**src/hdl/hrbd_pkg.sv**
```systemverilog
// ----------------------------------------------------------------------------
// hrbd_pkg
// Shared types and constants of the http response body decoder: parse
// phases, chunk size line states, outcome codes and the result record.
// ----------------------------------------------------------------------------
package hrbd_pkg;

   // counter and chunk size widths
   localparam int COUNT_WIDTH      = 32;
   localparam int CHUNK_SIZE_WIDTH = 32;

   // widths of the result fields on the ports
   localparam int OUT_COUNT_W  = 32;
   localparam int STATUS_W     = 10;

   // header matching
   localparam int KEY_LEN  = 17;
   localparam int VAL_LEN  = 7;
   localparam int KEY_POS_W = $clog2(KEY_LEN + 1);
   localparam int VAL_POS_W = $clog2(VAL_LEN + 1);

   localparam int HEX_BASE = 16;
   localparam int CODE_MAX = 999;

   // result queue
   localparam int FIFO_DEPTH = 4;
   localparam int FIFO_PTR_W = $clog2(FIFO_DEPTH);
   localparam int FIFO_CNT_W = $clog2(FIFO_DEPTH + 1);

   // byte codes
   localparam logic [7:0] CHR_CR    = 8'h0D;
   localparam logic [7:0] CHR_LF    = 8'h0A;
   localparam logic [7:0] CHR_SPACE = 8'h20;
   localparam logic [7:0] CHR_COLON = 8'h3A;
   localparam logic [7:0] CHR_C     = 8'h63;
   localparam logic [23:0] HDR_END_TAIL = 24'h0D0A0D;

   typedef enum logic [3:0] {
      PH_VERSION     = 4'd0,
      PH_DIGITS      = 4'd1,
      PH_STATUS_REST = 4'd2,
      PH_KEY         = 4'd3,
      PH_VAL_TE      = 4'd4,
      PH_VAL_OTHER   = 4'd5,
      PH_HDR_STOP    = 4'd6,
      PH_RAW         = 4'd7,
      PH_SIZE        = 4'd8,
      PH_DATA        = 4'd9,
      PH_SKIP        = 4'd10,
      PH_DONE        = 4'd11,
      PH_BAD_SIZE    = 4'd12,
      PH_NO_STATUS   = 4'd13
   } phase_type;

   typedef enum logic [1:0] {
      SZ_AWAIT   = 2'd0,
      SZ_DIGITS  = 2'd1,
      SZ_TRAILER = 2'd2,
      SZ_BAD     = 2'd3
   } size_state_type;

   typedef enum logic [2:0] {
      OC_OK          = 3'd0,
      OC_EMPTY       = 3'd1,
      OC_NO_HDR_END  = 3'd2,
      OC_NO_STATUS   = 3'd3,
      OC_BAD_SIZE    = 3'd4,
      OC_TRUNCATED   = 3'd5
   } outcome_type;

   typedef enum logic {
      KIND_BODY    = 1'b0,
      KIND_SUMMARY = 1'b1
   } kind_type;

   typedef struct packed {
      kind_type                kind;
      logic [7:0]              body_byte;
      logic [STATUS_W-1:0]     http_status;
      logic [OUT_COUNT_W-1:0]  body_count;
      logic                    is_chunked;
      outcome_type             outcome;
      logic [OUT_COUNT_W-1:0]  partial_count;
      logic                    run_last;
   } result_type;

endpackage

```
**src/hdl/http_response_body_decoder.sv**
```systemverilog
// ----------------------------------------------------------------------------
// http_response_body_decoder
// Streaming HTTP/1.1 response parser with chunked transfer decoding.
// ----------------------------------------------------------------------------
// Each request transaction carries one response byte. The byte is parsed in
// the cycle it is taken: the parse state updates and up to two results (a
// body byte, and on end_of_data an end-of-response summary) go into a
// four-entry result queue. The stream runs at one byte per clock while
// req_ready is high; a final byte that is also a body byte yields two
// results. req_ready follows the queue fill, which leaves room for two
// results, so it drops only while the result side is stalled. After the
// summary the decoder is back in its reset state, ready for the next
// response.
module http_response_body_decoder
   import hrbd_pkg::*;
(
   input  logic                   clock,
   input  logic                   reset,
   input  logic                   req_valid,
   output logic                   req_ready,
   input  logic [7:0]             req_data_byte,
   input  logic                   req_end_of_data,
   output logic                   rsp_valid,
   input  logic                   rsp_ready,
   output logic                   rsp_kind,
   output logic [7:0]             rsp_body_byte,
   output logic [STATUS_W-1:0]    rsp_http_status,
   output logic [OUT_COUNT_W-1:0] rsp_body_count,
   output logic                   rsp_is_chunked,
   output logic [2:0]             rsp_outcome,
   output logic [OUT_COUNT_W-1:0] rsp_partial_count,
   output logic                   rsp_run_last
);

   phase_type                   phase_ff, phase_in;
   logic [23:0]                 tail_ff, tail_in;
   logic [STATUS_W-1:0]         code_ff, code_in;
   logic                        digit_seen_ff, digit_seen_in;
   logic [KEY_POS_W-1:0]        key_pos_ff, key_pos_in;
   logic                        key_mismatch_ff, key_mismatch_in;
   logic [VAL_POS_W-1:0]        val_pos_ff, val_pos_in;
   logic                        line_chunked_ff, line_chunked_in;
   logic                        chunked_ff, chunked_in;
   logic [CHUNK_SIZE_WIDTH-1:0] size_acc_ff, size_acc_in;
   size_state_type              size_state_ff, size_state_in;
   logic [CHUNK_SIZE_WIDTH-1:0] remaining_ff, remaining_in;
   logic [1:0]                  skip_ff, skip_in;
   logic [COUNT_WIDTH-1:0]      body_counter_ff, body_counter_in;
   logic [COUNT_WIDTH-1:0]      progress_ff, progress_in;

   logic                        accept;
   logic [7:0]                  b;
   logic                        clear_window;
   logic                        emit_body;
   logic [13:0]                 code_mul;
   logic [4:0]                  hex_digit;
   logic [CHUNK_SIZE_WIDTH-1:0] remaining_dec;
   logic [COUNT_WIDTH-1:0]      progress_inc;
   outcome_type                 oc;
   logic                        good;
   result_type                  body_res;
   result_type                  sum_res;
   result_type                  push_first;
   result_type                  push_second;
   result_type                  out_data;
   logic [1:0]                  push_count;
   logic                        room;

   function automatic logic [7:0] key_char(input logic [KEY_POS_W-1:0] idx);
      logic [7:0] c;
      case (idx)
         5'd0:    c = "T";
         5'd1:    c = "r";
         5'd2:    c = "a";
         5'd3:    c = "n";
         5'd4:    c = "s";
         5'd5:    c = "f";
         5'd6:    c = "e";
         5'd7:    c = "r";
         5'd8:    c = "-";
         5'd9:    c = "E";
         5'd10:   c = "n";
         5'd11:   c = "c";
         5'd12:   c = "o";
         5'd13:   c = "d";
         5'd14:   c = "i";
         5'd15:   c = "n";
         5'd16:   c = "g";
         default: c = 8'h00;
      endcase
      return c;
   endfunction

   function automatic logic [7:0] val_char(input logic [VAL_POS_W-1:0] idx);
      logic [7:0] c;
      case (idx)
         3'd0:    c = "c";
         3'd1:    c = "h";
         3'd2:    c = "u";
         3'd3:    c = "n";
         3'd4:    c = "k";
         3'd5:    c = "e";
         3'd6:    c = "d";
         default: c = 8'h00;
      endcase
      return c;
   endfunction

   // bit 4 flags a hex digit, bits 3:0 hold its value
   function automatic logic [4:0] hex_value(input logic [7:0] c);
      logic [4:0] h;
      if (c inside {["0":"9"]}) begin
         h = {1'b1, 4'(c - "0")};
      end else if (c inside {["a":"f"]}) begin
         h = {1'b1, 4'(c - "a" + 8'd10)};
      end else if (c inside {["A":"F"]}) begin
         h = {1'b1, 4'(c - "A" + 8'd10)};
      end else begin
         h = 5'd0;
      end
      return h;
   endfunction

   function automatic logic [COUNT_WIDTH-1:0] sat_add(input logic [COUNT_WIDTH-1:0] x,
                                                      input logic [COUNT_WIDTH-1:0] y);
      logic [COUNT_WIDTH:0] s;
      s = {1'b0, x} + {1'b0, y};
      return s[COUNT_WIDTH] ? '1 : s[COUNT_WIDTH-1:0];
   endfunction

   assign accept    = req_valid && req_ready;
   assign req_ready = room;
   assign b         = req_data_byte;
   assign code_mul  = 14'(code_ff) * 14'd10 + 14'(b - "0");
   assign hex_digit = hex_value(b);
   assign remaining_dec = (remaining_ff != '0) ? remaining_ff - CHUNK_SIZE_WIDTH'(1)
                                               : remaining_ff;
   assign progress_inc  = sat_add(progress_ff, COUNT_WIDTH'(1));

   always_comb begin
      phase_in        = phase_ff;
      code_in         = code_ff;
      digit_seen_in   = digit_seen_ff;
      key_pos_in      = key_pos_ff;
      key_mismatch_in = key_mismatch_ff;
      val_pos_in      = val_pos_ff;
      line_chunked_in = line_chunked_ff;
      chunked_in      = chunked_ff;
      size_acc_in     = size_acc_ff;
      size_state_in   = size_state_ff;
      remaining_in    = remaining_ff;
      skip_in         = skip_ff;
      body_counter_in = body_counter_ff;
      progress_in     = progress_ff;
      clear_window    = 1'b0;
      emit_body       = 1'b0;

      if (phase_ff < PH_RAW && tail_ff == HDR_END_TAIL && b == CHR_LF) begin
         if (!digit_seen_ff) begin
            phase_in = PH_NO_STATUS;
         end else if (chunked_ff) begin
            phase_in      = PH_SIZE;
            size_acc_in   = '0;
            size_state_in = SZ_AWAIT;
            clear_window  = 1'b1;
         end else begin
            phase_in = PH_RAW;
         end
      end else begin
         case (phase_ff)
            PH_VERSION: begin
               if (b == CHR_SPACE) phase_in = PH_DIGITS;
            end
            PH_DIGITS: begin
               if (b inside {["0":"9"]}) begin
                  code_in       = (code_mul > 14'(CODE_MAX)) ? STATUS_W'(CODE_MAX)
                                                             : code_mul[STATUS_W-1:0];
                  digit_seen_in = 1'b1;
               end else if (b == CHR_LF) begin
                  key_pos_in      = '0;
                  key_mismatch_in = 1'b0;
                  phase_in        = PH_KEY;
               end else begin
                  phase_in = PH_STATUS_REST;
               end
            end
            PH_STATUS_REST: begin
               if (b == CHR_LF) begin
                  key_pos_in      = '0;
                  key_mismatch_in = 1'b0;
                  phase_in        = PH_KEY;
               end
            end
            PH_KEY: begin
               // an empty line stops header parsing
               if (key_pos_ff == '0 && !key_mismatch_ff && (b == CHR_CR || b == CHR_LF)) begin
                  phase_in = PH_HDR_STOP;
               end else if (b == CHR_COLON) begin
                  if (!key_mismatch_ff && key_pos_ff == KEY_POS_W'(KEY_LEN)) begin
                     val_pos_in      = '0;
                     line_chunked_in = 1'b0;
                     phase_in        = PH_VAL_TE;
                  end else begin
                     phase_in = PH_VAL_OTHER;
                  end
               end else if (b == CHR_LF) begin
                  key_pos_in      = '0;
                  key_mismatch_in = 1'b0;
                  phase_in        = PH_KEY;
               end else if (!key_mismatch_ff && key_pos_ff < KEY_POS_W'(KEY_LEN) &&
                            b == key_char(key_pos_ff)) begin
                  key_pos_in = key_pos_ff + KEY_POS_W'(1);
               end else begin
                  key_mismatch_in = 1'b1;
               end
            end
            PH_VAL_TE: begin
               if (b == CHR_LF) begin
                  chunked_in      = line_chunked_ff;
                  key_pos_in      = '0;
                  key_mismatch_in = 1'b0;
                  phase_in        = PH_KEY;
               end else if (val_pos_ff < VAL_POS_W'(VAL_LEN) && b == val_char(val_pos_ff)) begin
                  if (val_pos_ff == VAL_POS_W'(VAL_LEN - 1)) begin
                     line_chunked_in = 1'b1;
                     val_pos_in      = '0;
                  end else begin
                     val_pos_in = val_pos_ff + VAL_POS_W'(1);
                  end
               end else begin
                  val_pos_in = (b == CHR_C) ? VAL_POS_W'(1) : '0;
               end
            end
            PH_VAL_OTHER: begin
               if (b == CHR_LF) begin
                  key_pos_in      = '0;
                  key_mismatch_in = 1'b0;
                  phase_in        = PH_KEY;
               end
            end
            PH_RAW: begin
               emit_body       = 1'b1;
               body_counter_in = sat_add(body_counter_ff, COUNT_WIDTH'(1));
            end
            PH_SIZE: begin
               if (b == CHR_LF && tail_ff[7:0] == CHR_CR) begin
                  if (size_state_ff == SZ_AWAIT || size_state_ff == SZ_BAD) begin
                     phase_in = PH_BAD_SIZE;
                  end else if (size_acc_ff == '0) begin
                     phase_in = PH_DONE;
                  end else begin
                     remaining_in = size_acc_ff;
                     progress_in  = '0;
                     phase_in     = PH_DATA;
                  end
               end else if (hex_digit[4]) begin
                  if (size_state_ff == SZ_AWAIT || size_state_ff == SZ_DIGITS) begin
                     // one more digit would not fit the size width
                     if (size_acc_ff[CHUNK_SIZE_WIDTH-1 -: 4] != 4'd0) begin
                        size_state_in = SZ_BAD;
                     end else begin
                        size_acc_in   = {size_acc_ff[CHUNK_SIZE_WIDTH-5:0], hex_digit[3:0]};
                        size_state_in = SZ_DIGITS;
                     end
                  end
               end else if (size_state_ff == SZ_DIGITS) begin
                  size_state_in = SZ_TRAILER;
               end else if (size_state_ff == SZ_AWAIT &&
                            !(b == CHR_SPACE || (b >= 8'h09 && b <= 8'h0D))) begin
                  size_state_in = SZ_BAD;
               end
            end
            PH_DATA: begin
               emit_body    = 1'b1;
               progress_in  = progress_inc;
               remaining_in = remaining_dec;
               if (remaining_dec == '0) begin
                  body_counter_in = sat_add(body_counter_ff, progress_inc);
                  progress_in     = '0;
                  skip_in         = 2'd2;
                  phase_in        = PH_SKIP;
               end
            end
            PH_SKIP: begin
               skip_in = (skip_ff != 2'd0) ? skip_ff - 2'd1 : skip_ff;
               if (skip_in == 2'd0) begin
                  phase_in      = PH_SIZE;
                  size_acc_in   = '0;
                  size_state_in = SZ_AWAIT;
                  clear_window  = 1'b1;
               end
            end
            default: begin
            end
         endcase
      end

      tail_in = clear_window ? 24'd0 : {tail_ff[15:0], b};
   end

   // summary built from the state left by this byte
   always_comb begin
      if (phase_in < PH_RAW) begin
         oc = OC_NO_HDR_END;
      end else if (phase_in == PH_NO_STATUS) begin
         oc = OC_NO_STATUS;
      end else if (phase_in == PH_BAD_SIZE) begin
         oc = OC_BAD_SIZE;
      end else if (phase_in == PH_DATA) begin
         oc = OC_TRUNCATED;
      end else begin
         oc = OC_OK;
      end
      good = (oc == OC_OK) || (oc == OC_TRUNCATED);

      body_res               = '0;
      body_res.kind          = KIND_BODY;
      body_res.body_byte     = b;
      body_res.run_last      = !req_end_of_data;

      sum_res                = '0;
      sum_res.kind           = KIND_SUMMARY;
      sum_res.http_status    = good ? code_in : '0;
      sum_res.body_count     = good ? OUT_COUNT_W'(body_counter_in) : '0;
      sum_res.is_chunked     = (phase_in >= PH_RAW) && chunked_in;
      sum_res.outcome        = oc;
      sum_res.partial_count  = (oc == OC_TRUNCATED) ? OUT_COUNT_W'(progress_in) : '0;
      sum_res.run_last       = 1'b1;

      push_first  = emit_body ? body_res : sum_res;
      push_second = sum_res;
      if (!accept) begin
         push_count = 2'd0;
      end else begin
         push_count = 2'(emit_body) + 2'(req_end_of_data);
      end
   end

   always_ff @(posedge clock) begin
      if (reset || (accept && req_end_of_data)) begin
         phase_ff        <= PH_VERSION;
         tail_ff         <= '0;
         code_ff         <= '0;
         digit_seen_ff   <= 1'b0;
         key_pos_ff      <= '0;
         key_mismatch_ff <= 1'b0;
         val_pos_ff      <= '0;
         line_chunked_ff <= 1'b0;
         chunked_ff      <= 1'b0;
         size_acc_ff     <= '0;
         size_state_ff   <= SZ_AWAIT;
         remaining_ff    <= '0;
         skip_ff         <= '0;
         body_counter_ff <= '0;
         progress_ff     <= '0;
      end else if (accept) begin
         phase_ff        <= phase_in;
         tail_ff         <= tail_in;
         code_ff         <= code_in;
         digit_seen_ff   <= digit_seen_in;
         key_pos_ff      <= key_pos_in;
         key_mismatch_ff <= key_mismatch_in;
         val_pos_ff      <= val_pos_in;
         line_chunked_ff <= line_chunked_in;
         chunked_ff      <= chunked_in;
         size_acc_ff     <= size_acc_in;
         size_state_ff   <= size_state_in;
         remaining_ff    <= remaining_in;
         skip_ff         <= skip_in;
         body_counter_ff <= body_counter_in;
         progress_ff     <= progress_in;
      end
   end

   hrbd_result_fifo u_result_fifo (
      .clock       (clock),
      .reset       (reset),
      .push_count  (push_count),
      .push_first  (push_first),
      .push_second (push_second),
      .has_room    (room),
      .out_valid   (rsp_valid),
      .out_ready   (rsp_ready),
      .out_data    (out_data)
   );

   assign rsp_kind          = out_data.kind;
   assign rsp_body_byte     = out_data.body_byte;
   assign rsp_http_status   = out_data.http_status;
   assign rsp_body_count    = out_data.body_count;
   assign rsp_is_chunked    = out_data.is_chunked;
   assign rsp_outcome       = out_data.outcome;
   assign rsp_partial_count = out_data.partial_count;
   assign rsp_run_last      = out_data.run_last;

`ifndef SYNTHESIS
   a_end_resets: assert property (@(posedge clock) disable iff (reset)
      (accept && req_end_of_data) |=> (phase_ff == PH_VERSION && body_counter_ff == '0 &&
                                       tail_ff == '0))
      else $error("state not cleared after end of response");

   a_data_remaining: assert property (@(posedge clock) disable iff (reset)
      phase_ff == PH_DATA |-> remaining_ff != '0)
      else $error("chunk data phase with nothing remaining");

   a_skip_remaining: assert property (@(posedge clock) disable iff (reset)
      phase_ff == PH_SKIP |-> skip_ff != 2'd0)
      else $error("skip phase with nothing to skip");
`endif

endmodule

```
**src/hdl/hrbd_result_fifo.sv**
```systemverilog
// ----------------------------------------------------------------------------
// hrbd_result_fifo
// Small result queue: takes up to two results per cycle from the parser and
// hands them out one per transaction on the result channel.
// ----------------------------------------------------------------------------
module hrbd_result_fifo
   import hrbd_pkg::*;
(
   input  logic       clock,
   input  logic       reset,
   input  logic [1:0] push_count,
   input  result_type push_first,
   input  result_type push_second,
   output logic       has_room,
   output logic       out_valid,
   input  logic       out_ready,
   output result_type out_data
);

   result_type             entry_ff [FIFO_DEPTH];
   logic [FIFO_PTR_W-1:0]  wr_ptr_ff;
   logic [FIFO_PTR_W-1:0]  wr_ptr_in;
   logic [FIFO_PTR_W-1:0]  rd_ptr_ff;
   logic [FIFO_PTR_W-1:0]  rd_ptr_in;
   logic [FIFO_CNT_W-1:0]  count_ff;
   logic [FIFO_CNT_W-1:0]  count_in;
   logic [FIFO_PTR_W-1:0]  wr_ptr_next;
   logic                   pop;

   // room is judged on the registered count so ready does not wait on rsp_ready
   assign has_room    = count_ff <= FIFO_CNT_W'(FIFO_DEPTH - 2);
   assign out_valid   = count_ff != '0;
   assign out_data    = entry_ff[rd_ptr_ff];
   assign pop         = out_valid && out_ready;
   assign wr_ptr_next = wr_ptr_ff + FIFO_PTR_W'(1);

   always_comb begin
      wr_ptr_in = wr_ptr_ff + FIFO_PTR_W'(push_count);
      rd_ptr_in = pop ? rd_ptr_ff + FIFO_PTR_W'(1) : rd_ptr_ff;
      count_in  = count_ff + FIFO_CNT_W'(push_count) - FIFO_CNT_W'(pop);
   end

   always_ff @(posedge clock) begin
      if (reset) begin
         wr_ptr_ff <= '0;
         rd_ptr_ff <= '0;
         count_ff  <= '0;
      end else begin
         wr_ptr_ff <= wr_ptr_in;
         rd_ptr_ff <= rd_ptr_in;
         count_ff  <= count_in;
      end
   end

   always_ff @(posedge clock) begin
      if (push_count != 2'd0) begin
         entry_ff[wr_ptr_ff] <= push_first;
      end
      if (push_count == 2'd2) begin
         entry_ff[wr_ptr_next] <= push_second;
      end
   end

`ifndef SYNTHESIS
   a_count_bound: assert property (@(posedge clock) disable iff (reset)
      count_ff <= FIFO_CNT_W'(FIFO_DEPTH))
      else $error("result queue count beyond depth");

   a_push_room: assert property (@(posedge clock) disable iff (reset)
      push_count != 2'd0 |-> count_ff <= FIFO_CNT_W'(FIFO_DEPTH - 2))
      else $error("results pushed without room");

   a_pop_only: assert property (@(posedge clock) disable iff (reset)
      (pop && push_count == 2'd0) |=> count_ff == $past(count_ff) - FIFO_CNT_W'(1))
      else $error("pop did not lower the count");
`endif

endmodule

```
**config.mk**
```make
export PLATFORM = sky130hd
export DESIGN_NAME = http_response_body_decoder
export DESIGN_NICKNAME = d
export VERILOG_FILES = /design/src/hdl/hrbd_pkg.sv /design/src/hdl/http_response_body_decoder.sv /design/src/hdl/hrbd_result_fifo.sv
export SDC_FILE = /design/constraint.sdc
export NUM_CORES = 1
export LEC_CHECK = 0
export BUFFER_PORTS_ARGS = -buffer_cell sky130_fd_sc_hd__buf_2
export CAP_MARGIN = 25
export CORE_ASPECT_RATIO = 0.75
export CORE_UTILIZATION = 35
export CTS_BUF_LIST = sky130_fd_sc_hd__clkbuf_8
export DETAILED_ROUTE_END_ITERATION = 8
export GPL_ROUTABILITY_DRIVEN = 1
export SYNTH_ARGS = -nofsm -noshare
export SYNTH_HDL_FRONTEND = slang
export SYNTH_HIERARCHICAL = 1
export SYNTH_SLANG_ARGS = --single-unit
```
**constraint.sdc**
```tcl
create_clock -name clock -period 12.1 [get_ports clock]
set_input_delay 1.815 -clock clock [delete_from_list [all_inputs] [get_ports clock]]
set_output_delay 1.815 -clock clock [all_outputs]
set_load 0.005 [all_outputs]
```
Yosys cells after proc, flatten, opt, wreduce, memory -nomap -nowiden:

Memories as Yosys holds them, arrays and structs flattened. A register that Yosys moved wholly into a read port is not among the register bits.
Index checks and enable logic that the tools add are counted.

* input port bits: 13
* bits in writable memories: 352
* memories kept: 2
* memory bits (read-only): 224
* output and inout bits: 90
* register bits after elaboration: 189
* logic and storage cells: 297

* mux-type cells: 129
* equal/unequal tests: 55
* $mul: 1
* $lt $le $gt $ge: 15
* add/sub/neg operators: 20
* reductions and logical operators: 56
* bitwise logic cells: 1

Memory list
* u_result_fifo.entry_ff: depth 4, width 88, rd ports 1, clocked after memory_dff 1, write ports 2, line hrbd_result_fifo.sv:20 `result_type entry_ff [FIFO_DEPTH];`
* (name not given): depth 32, width 7, rd ports 1, clocked after memory_dff 1, write ports 0, line http_response_body_decoder.sv:71 `case (idx)`

Operator list (number)
* $mux W32: 24
* $pmux W32 S2: 4
* $mux W88: 1
* $add A32 B1 Y33 const B: 2
* $logic_not A32 Y1: 2
* $mux W8: 8
* $mux W5: 11
* $mux W10: 5
* $pmux W7 S7: 1
* $mux W4: 11
* $add A32 B32 Y33: 1
* $mux W3: 11
* $mux W2: 16
* $reduce_bool A32 Y1: 1
* $sub A32 B1 Y32 const B: 1
* $mux W1: 29
* $ne A2 B2 Y1 const B: 14
* $pmux W4 S7: 1
* $eq A24 B20 Y1 const B: 1
* $eq A4 B4 Y1 const B: 6
* $eq A8 B4 Y1 const B: 3
* $mux W24: 1
* $ne A3 B3 Y1 const B: 7
* $reduce_and A7 Y1: 3
* other kinds (61): 113

Logic depth before layout (Yosys ltp):

* depth in word-level cells: 16
* mapped depth: 26
* gate-level depth less buffers: 22

By module:

The synthesis kept the hierarchy.

Modules (own cells, without submodules)
* hrbd_result_fifo: instances 1, cells each 901, sequential area each 10750.3 µm², area an instance 17362.9 µm²
* http_response_body_decoder: instances 1, cells each 2226, sequential area each 3783.6 µm², area an instance 15874.0 µm²

Least setup slack after synthesis:

Ideal clock, no wire load.

* kind: input -> register
* start: input port req_valid
* end: memory u_result_fifo/entry_ff[0][0] (netlist bit), enable pin
* setup time: 0.656 ns
* stages on the path: 7
* required time: 11.444 ns
* slack: 2.638 ns
* arrival: 8.806 ns
* path buffers: 3
* path through: nand2_1 > clkbuf_1 > buf_1 > nor2_1 > buf_2 > o21bai_1 > o21ai_0

RTL lines
* from (decl): line http_response_body_decoder.sv:19 `input logic req_valid,`
* to (decl): line hrbd_result_fifo.sv:20

==> flow_metrics.py <==
metrics = {
    "synthesis": {
        "synth_common_cells": "sky130_fd_sc_hd__edfxtp_1, sky130_fd_sc_hd__mux2_2, sky130_fd_sc_hd__nor2_1",
        "synthCells": 3127,
        "synth-async-reset-ratio": 0,
        "synth_ff_type": "sky130_fd_sc_hd__edfxtp_1",
        "synth_top_cells_by_area": "sky130_fd_sc_hd__edfxtp_1, sky130_fd_sc_hd__dfxtp_1, sky130_fd_sc_hd__mux2_2",
        "distinct_cells_synth": 102,
        "synth-edff-count": 352,
        "syn-mean-instance-area_um2": 10.6,
        "postSynthRegisterBits": 550,
        "yosysWarningCount": 6,
        "synth_top_cell_by_area": "sky130_fd_sc_hd__edfxtp_1",
        "synth_largest_type_area_fraction": 0.318,
        "syn_area_um2": 33200,
        "ys_seq_area_frac": 0.437,
        "synthMostInstantiatedCell": "sky130_fd_sc_hd__edfxtp_1",
    },
    "die": {
        "start_util": 0.355,
        "floorplan.die.height_um": 269,
        "io_pins": 103,
        "die_width_um": 358,
        "core_area_um2": 93700,
        "floorplan.rows": 97,
        "die-area_um2": 96200,
    },
    "placed_design": {
        "dpl_cell_area_um2": 35400,
        "place_worst_setup_slack_ns": 5.25,
        "place.port_buffers": 102,
        "place.detailed.hpwl_mm": 65.4,
        "gpl.final_weighted_congestion": 0.941,
        "dp_cells": 4458,
    },
    "job": {
        "max_cap_viol_count": 0,
    },
    "power": {
        "peakVddDrop_uv": 108,
        "total_power_density_per_cell_area_nw_per_um2": 118,
        "power_mw": 4.38,
        "static-leakage-power_nw": 13.5,
    },
    "sta": {
        "fin_crit_ns": 6.93,
        "grt_setup_unrepaired": "false",
        "max_freq_mhz": 144,
        "worstMarginPinSlew_ns": 1.03,
        "tns_ns": 0,
        "finalMaxSlewViolations": 0,
        "timing.max_slew.rel_slack": 0.315,
        "finalHoldViolCount": 0,
        "setup-violations-final": 0,
        "final.hold.worst_slack_ns": 0.477,
        "setup_ws_ns": 5.17,
        "period_share": 0.573,
        "finClkSkew_ns": 0.0454,
    },
    "routing": {
        "wl_per_cell_um": 21.1,
        "drc_errors": 0,
        "via_count": 25900,
        "drt_pre_antenna_iters": 5,
        "route.detailed.vias_per_inst": 5.61,
        "drtAntennaViolNets": 0,
        "dr.first_iter.drc_count": 2536,
        "route.final.wire_length_mm": 97.7,
    },
    "global_routing": {
        "grt_start_max_net_pins": 80,
        "grtUsageTotal": 0.199,
        "first_global_vias": 24600,
        "grt_pass1_wl_mm": 149,
        "antenna_found_initial": 6,
        "total_gr_overflow": 0,
    },
    "finish": {
        "drive_above_1_share": 0.235,
        "syn_to_final_growth_pct": 11.6,
        "post_layout_nonfiller_instances": 4622,
        "design_area_um2": 37100,
        "final_core_util": 0.396,
        "nNetsFinal": 3415,
        "n_fill_cell": 9235,
    },
    "critical_path": {
        "crit_path_start_kind": "flop",
        "worst_path_most_repeated_cell": "sky130_fd_sc_hd__nand2_1",
        "worst-endpoint-required_ns": 12.54,
        "setup.worst_path.end_class": "flop",
        "critical_path.cell_chain": "ha_1 > nand3_1 > or3_1 > nor2_1 > and2_1 > and3_1 > nand2_1 > or2_2 > buf_4 > nand2_1 > ha_1 > a21oi_1 > o21ai_0 > o31ai_1 > o2111ai_1 > nand2_1 > nand3_2 > o221ai_1 > a211oi_1 > mux2_2",
        "path_max_fanout": 33,
        "worstSetupPathType": "reg2reg",
        "worst-endpoint-arrival_ns": 7.37,
        "launch_point_of_the_worst_reg_to_reg_path": "progress_ff[0]",
        "r2r_end": "u_result_fifo/entry_ff[0][43]",
        "setup.reg_to_reg.worst_slack_ns": 5.17,
        "crit_path_slowest_cell": "sky130_fd_sc_hd__nand2_1",
        "worst_r2r_path_depth": 20,
        "cpPeakStageDelay_ns": 0.69,
    },
    "clocking": {
        "cts_inserted_buffers": 87,
        "clock_sink_count": 550,
        "clkTransAtPathRegs_ns": 0.07,
        "tritoncts": "built",
        "h-tree-depth": 3,
        "ctsLongestPathBuffers": 3,
        "number_of_instances_resized_during_post_cts_repair": 0,
        "post_cts_buffers": 0,
        "cts.hold.buffers_added": 0,
        "ctsRootBufferMaster": "sky130_fd_sc_hd__clkbuf_8",
        "clkLatencyLatePin_ns": 0.72,
    },
    "worst_hold_path": {
        "hold_path_end": "size_acc_ff[28]",
        "holdCritPathClass": "reg2reg",
        "min_delay_path_depth": 2,
        "min-delay-start": "size_acc_ff[28]",
    },
    "outcome": {
        "run_status": "complete, no violations",
    },
}
==> sequential cells by signal, indices dropped and copies added (netlist names), 3 cells and up, named ones only <==
signal,cells
val_pos_ff,3
remaining_ff,32
tail_ff,24
u_result_fifo/count_ff,3
body_counter_ff,32
u_result_fifo/entry_ff,352
code_ff,10
size_acc_ff,32
key_pos_ff,5
phase_ff,4
progress_ff,32
==> cells by family after synthesis <==
group / Yosys count / share of synthesized area
AO/OA/AOI/OAI: 697 / 0.132
XOR/XNOR: 112 / 0.0310
adder cells (fa/ha/maj): 91 / 0.0352
buffers and inverters: 307 / 0.0401
flip-flops: 550 / 0.437
multiplexers: 467 / 0.187
other: 2 / 0.000226
AND/OR/NAND/NOR: 901 / 0.136
==> routing by layer <==
metal,track usage,routed length (µm),up-vias
li1,-,-,12100
met2,0.281,40700,995
met4,0.0486,1730,8
met1,0.297,46300,12700
met3,0.0527,8840,135
met5,0,50,-
==> cell type report <==
type	instances	area (µm²)	share of cell area
timing repair buffer	147	856	0.0231
inverter	89	334	0.00901
clock inverter	60	287	0.00772
sequential	550	14500	0.392
clock buffer	102	1400	0.0378
multi-input combinational	2436	18100	0.489
antenna	1	2.50	0.0000675
tap	1237	1550	0.0417
==> worst max-delay path by stage <==
stage	start	to	slack (ns)	cells after the start
after global routing	progress_ff[0]	u_result_fifo/entry_ff[1][45]	4.76	20
after CTS	progress_ff[0]	u_result_fifo/entry_ff[3][66]	5.31	21
after floorplan	req_valid	u_result_fifo/entry_ff[0][0]	2.64	7
final	progress_ff[0]	u_result_fifo/entry_ff[0][43]	5.17	20
after detailed placement	req_data_byte[0]	u_result_fifo/entry_ff[1][38]	5.25	14
after global placement	req_data_byte[0]	u_result_fifo/entry_ff[0][38]	5.38	14
==> worst max-delay path, delay by kind of cell (launching register included) <==
| family | cells | cell delay [ns] |
|---|---|---|
| fa+ha+maj | 2 | 0.57 |
| flops | 1 | 0.47 |
| mux | 1 | 0.31 |
| compound gates | 6 | 1.72 |
| buf+inv | 1 | 0.34 |
| simple gates | 10 | 3.22 |
==> placed cells by master, fill, tap and decap left out, drive strengths merged, types with 11 or more instances in the layout <==
master	count
dfxtp	198
nor3	79
mux4	88
or4	13
buf	147
or2	12
nand2b	11
clkbuf	102
o211ai	12
nand4	35
mux2	363
conb	168
xnor2	51
inv	118
a221oi	11
mux2i	16
a21o	27
nor2b	16
a31oi	35
and3	22
nor4	46
o31ai	11
or3	21
nor2	292
ha	87
clkinv	26
o21bai	13
and4	12
nand3	96
edfxtp	352
nand2	195
a22oi	52
and2	21
a211oi	47
a21oi	242
xor2	58
o22ai	13
o21ai	143
==> report_power, final <==
| group | total, mW | switching (mW) | internal, mW |
|---|---|---|---|
| logic | 0.682 | 0.378 | 0.304 |
| clock network | 1.58 | 0.790 | 0.790 |
| registers | 2.11 | 0.0613 | 2.05 |
Note: power is estimated with default switching activity, not from simulation.
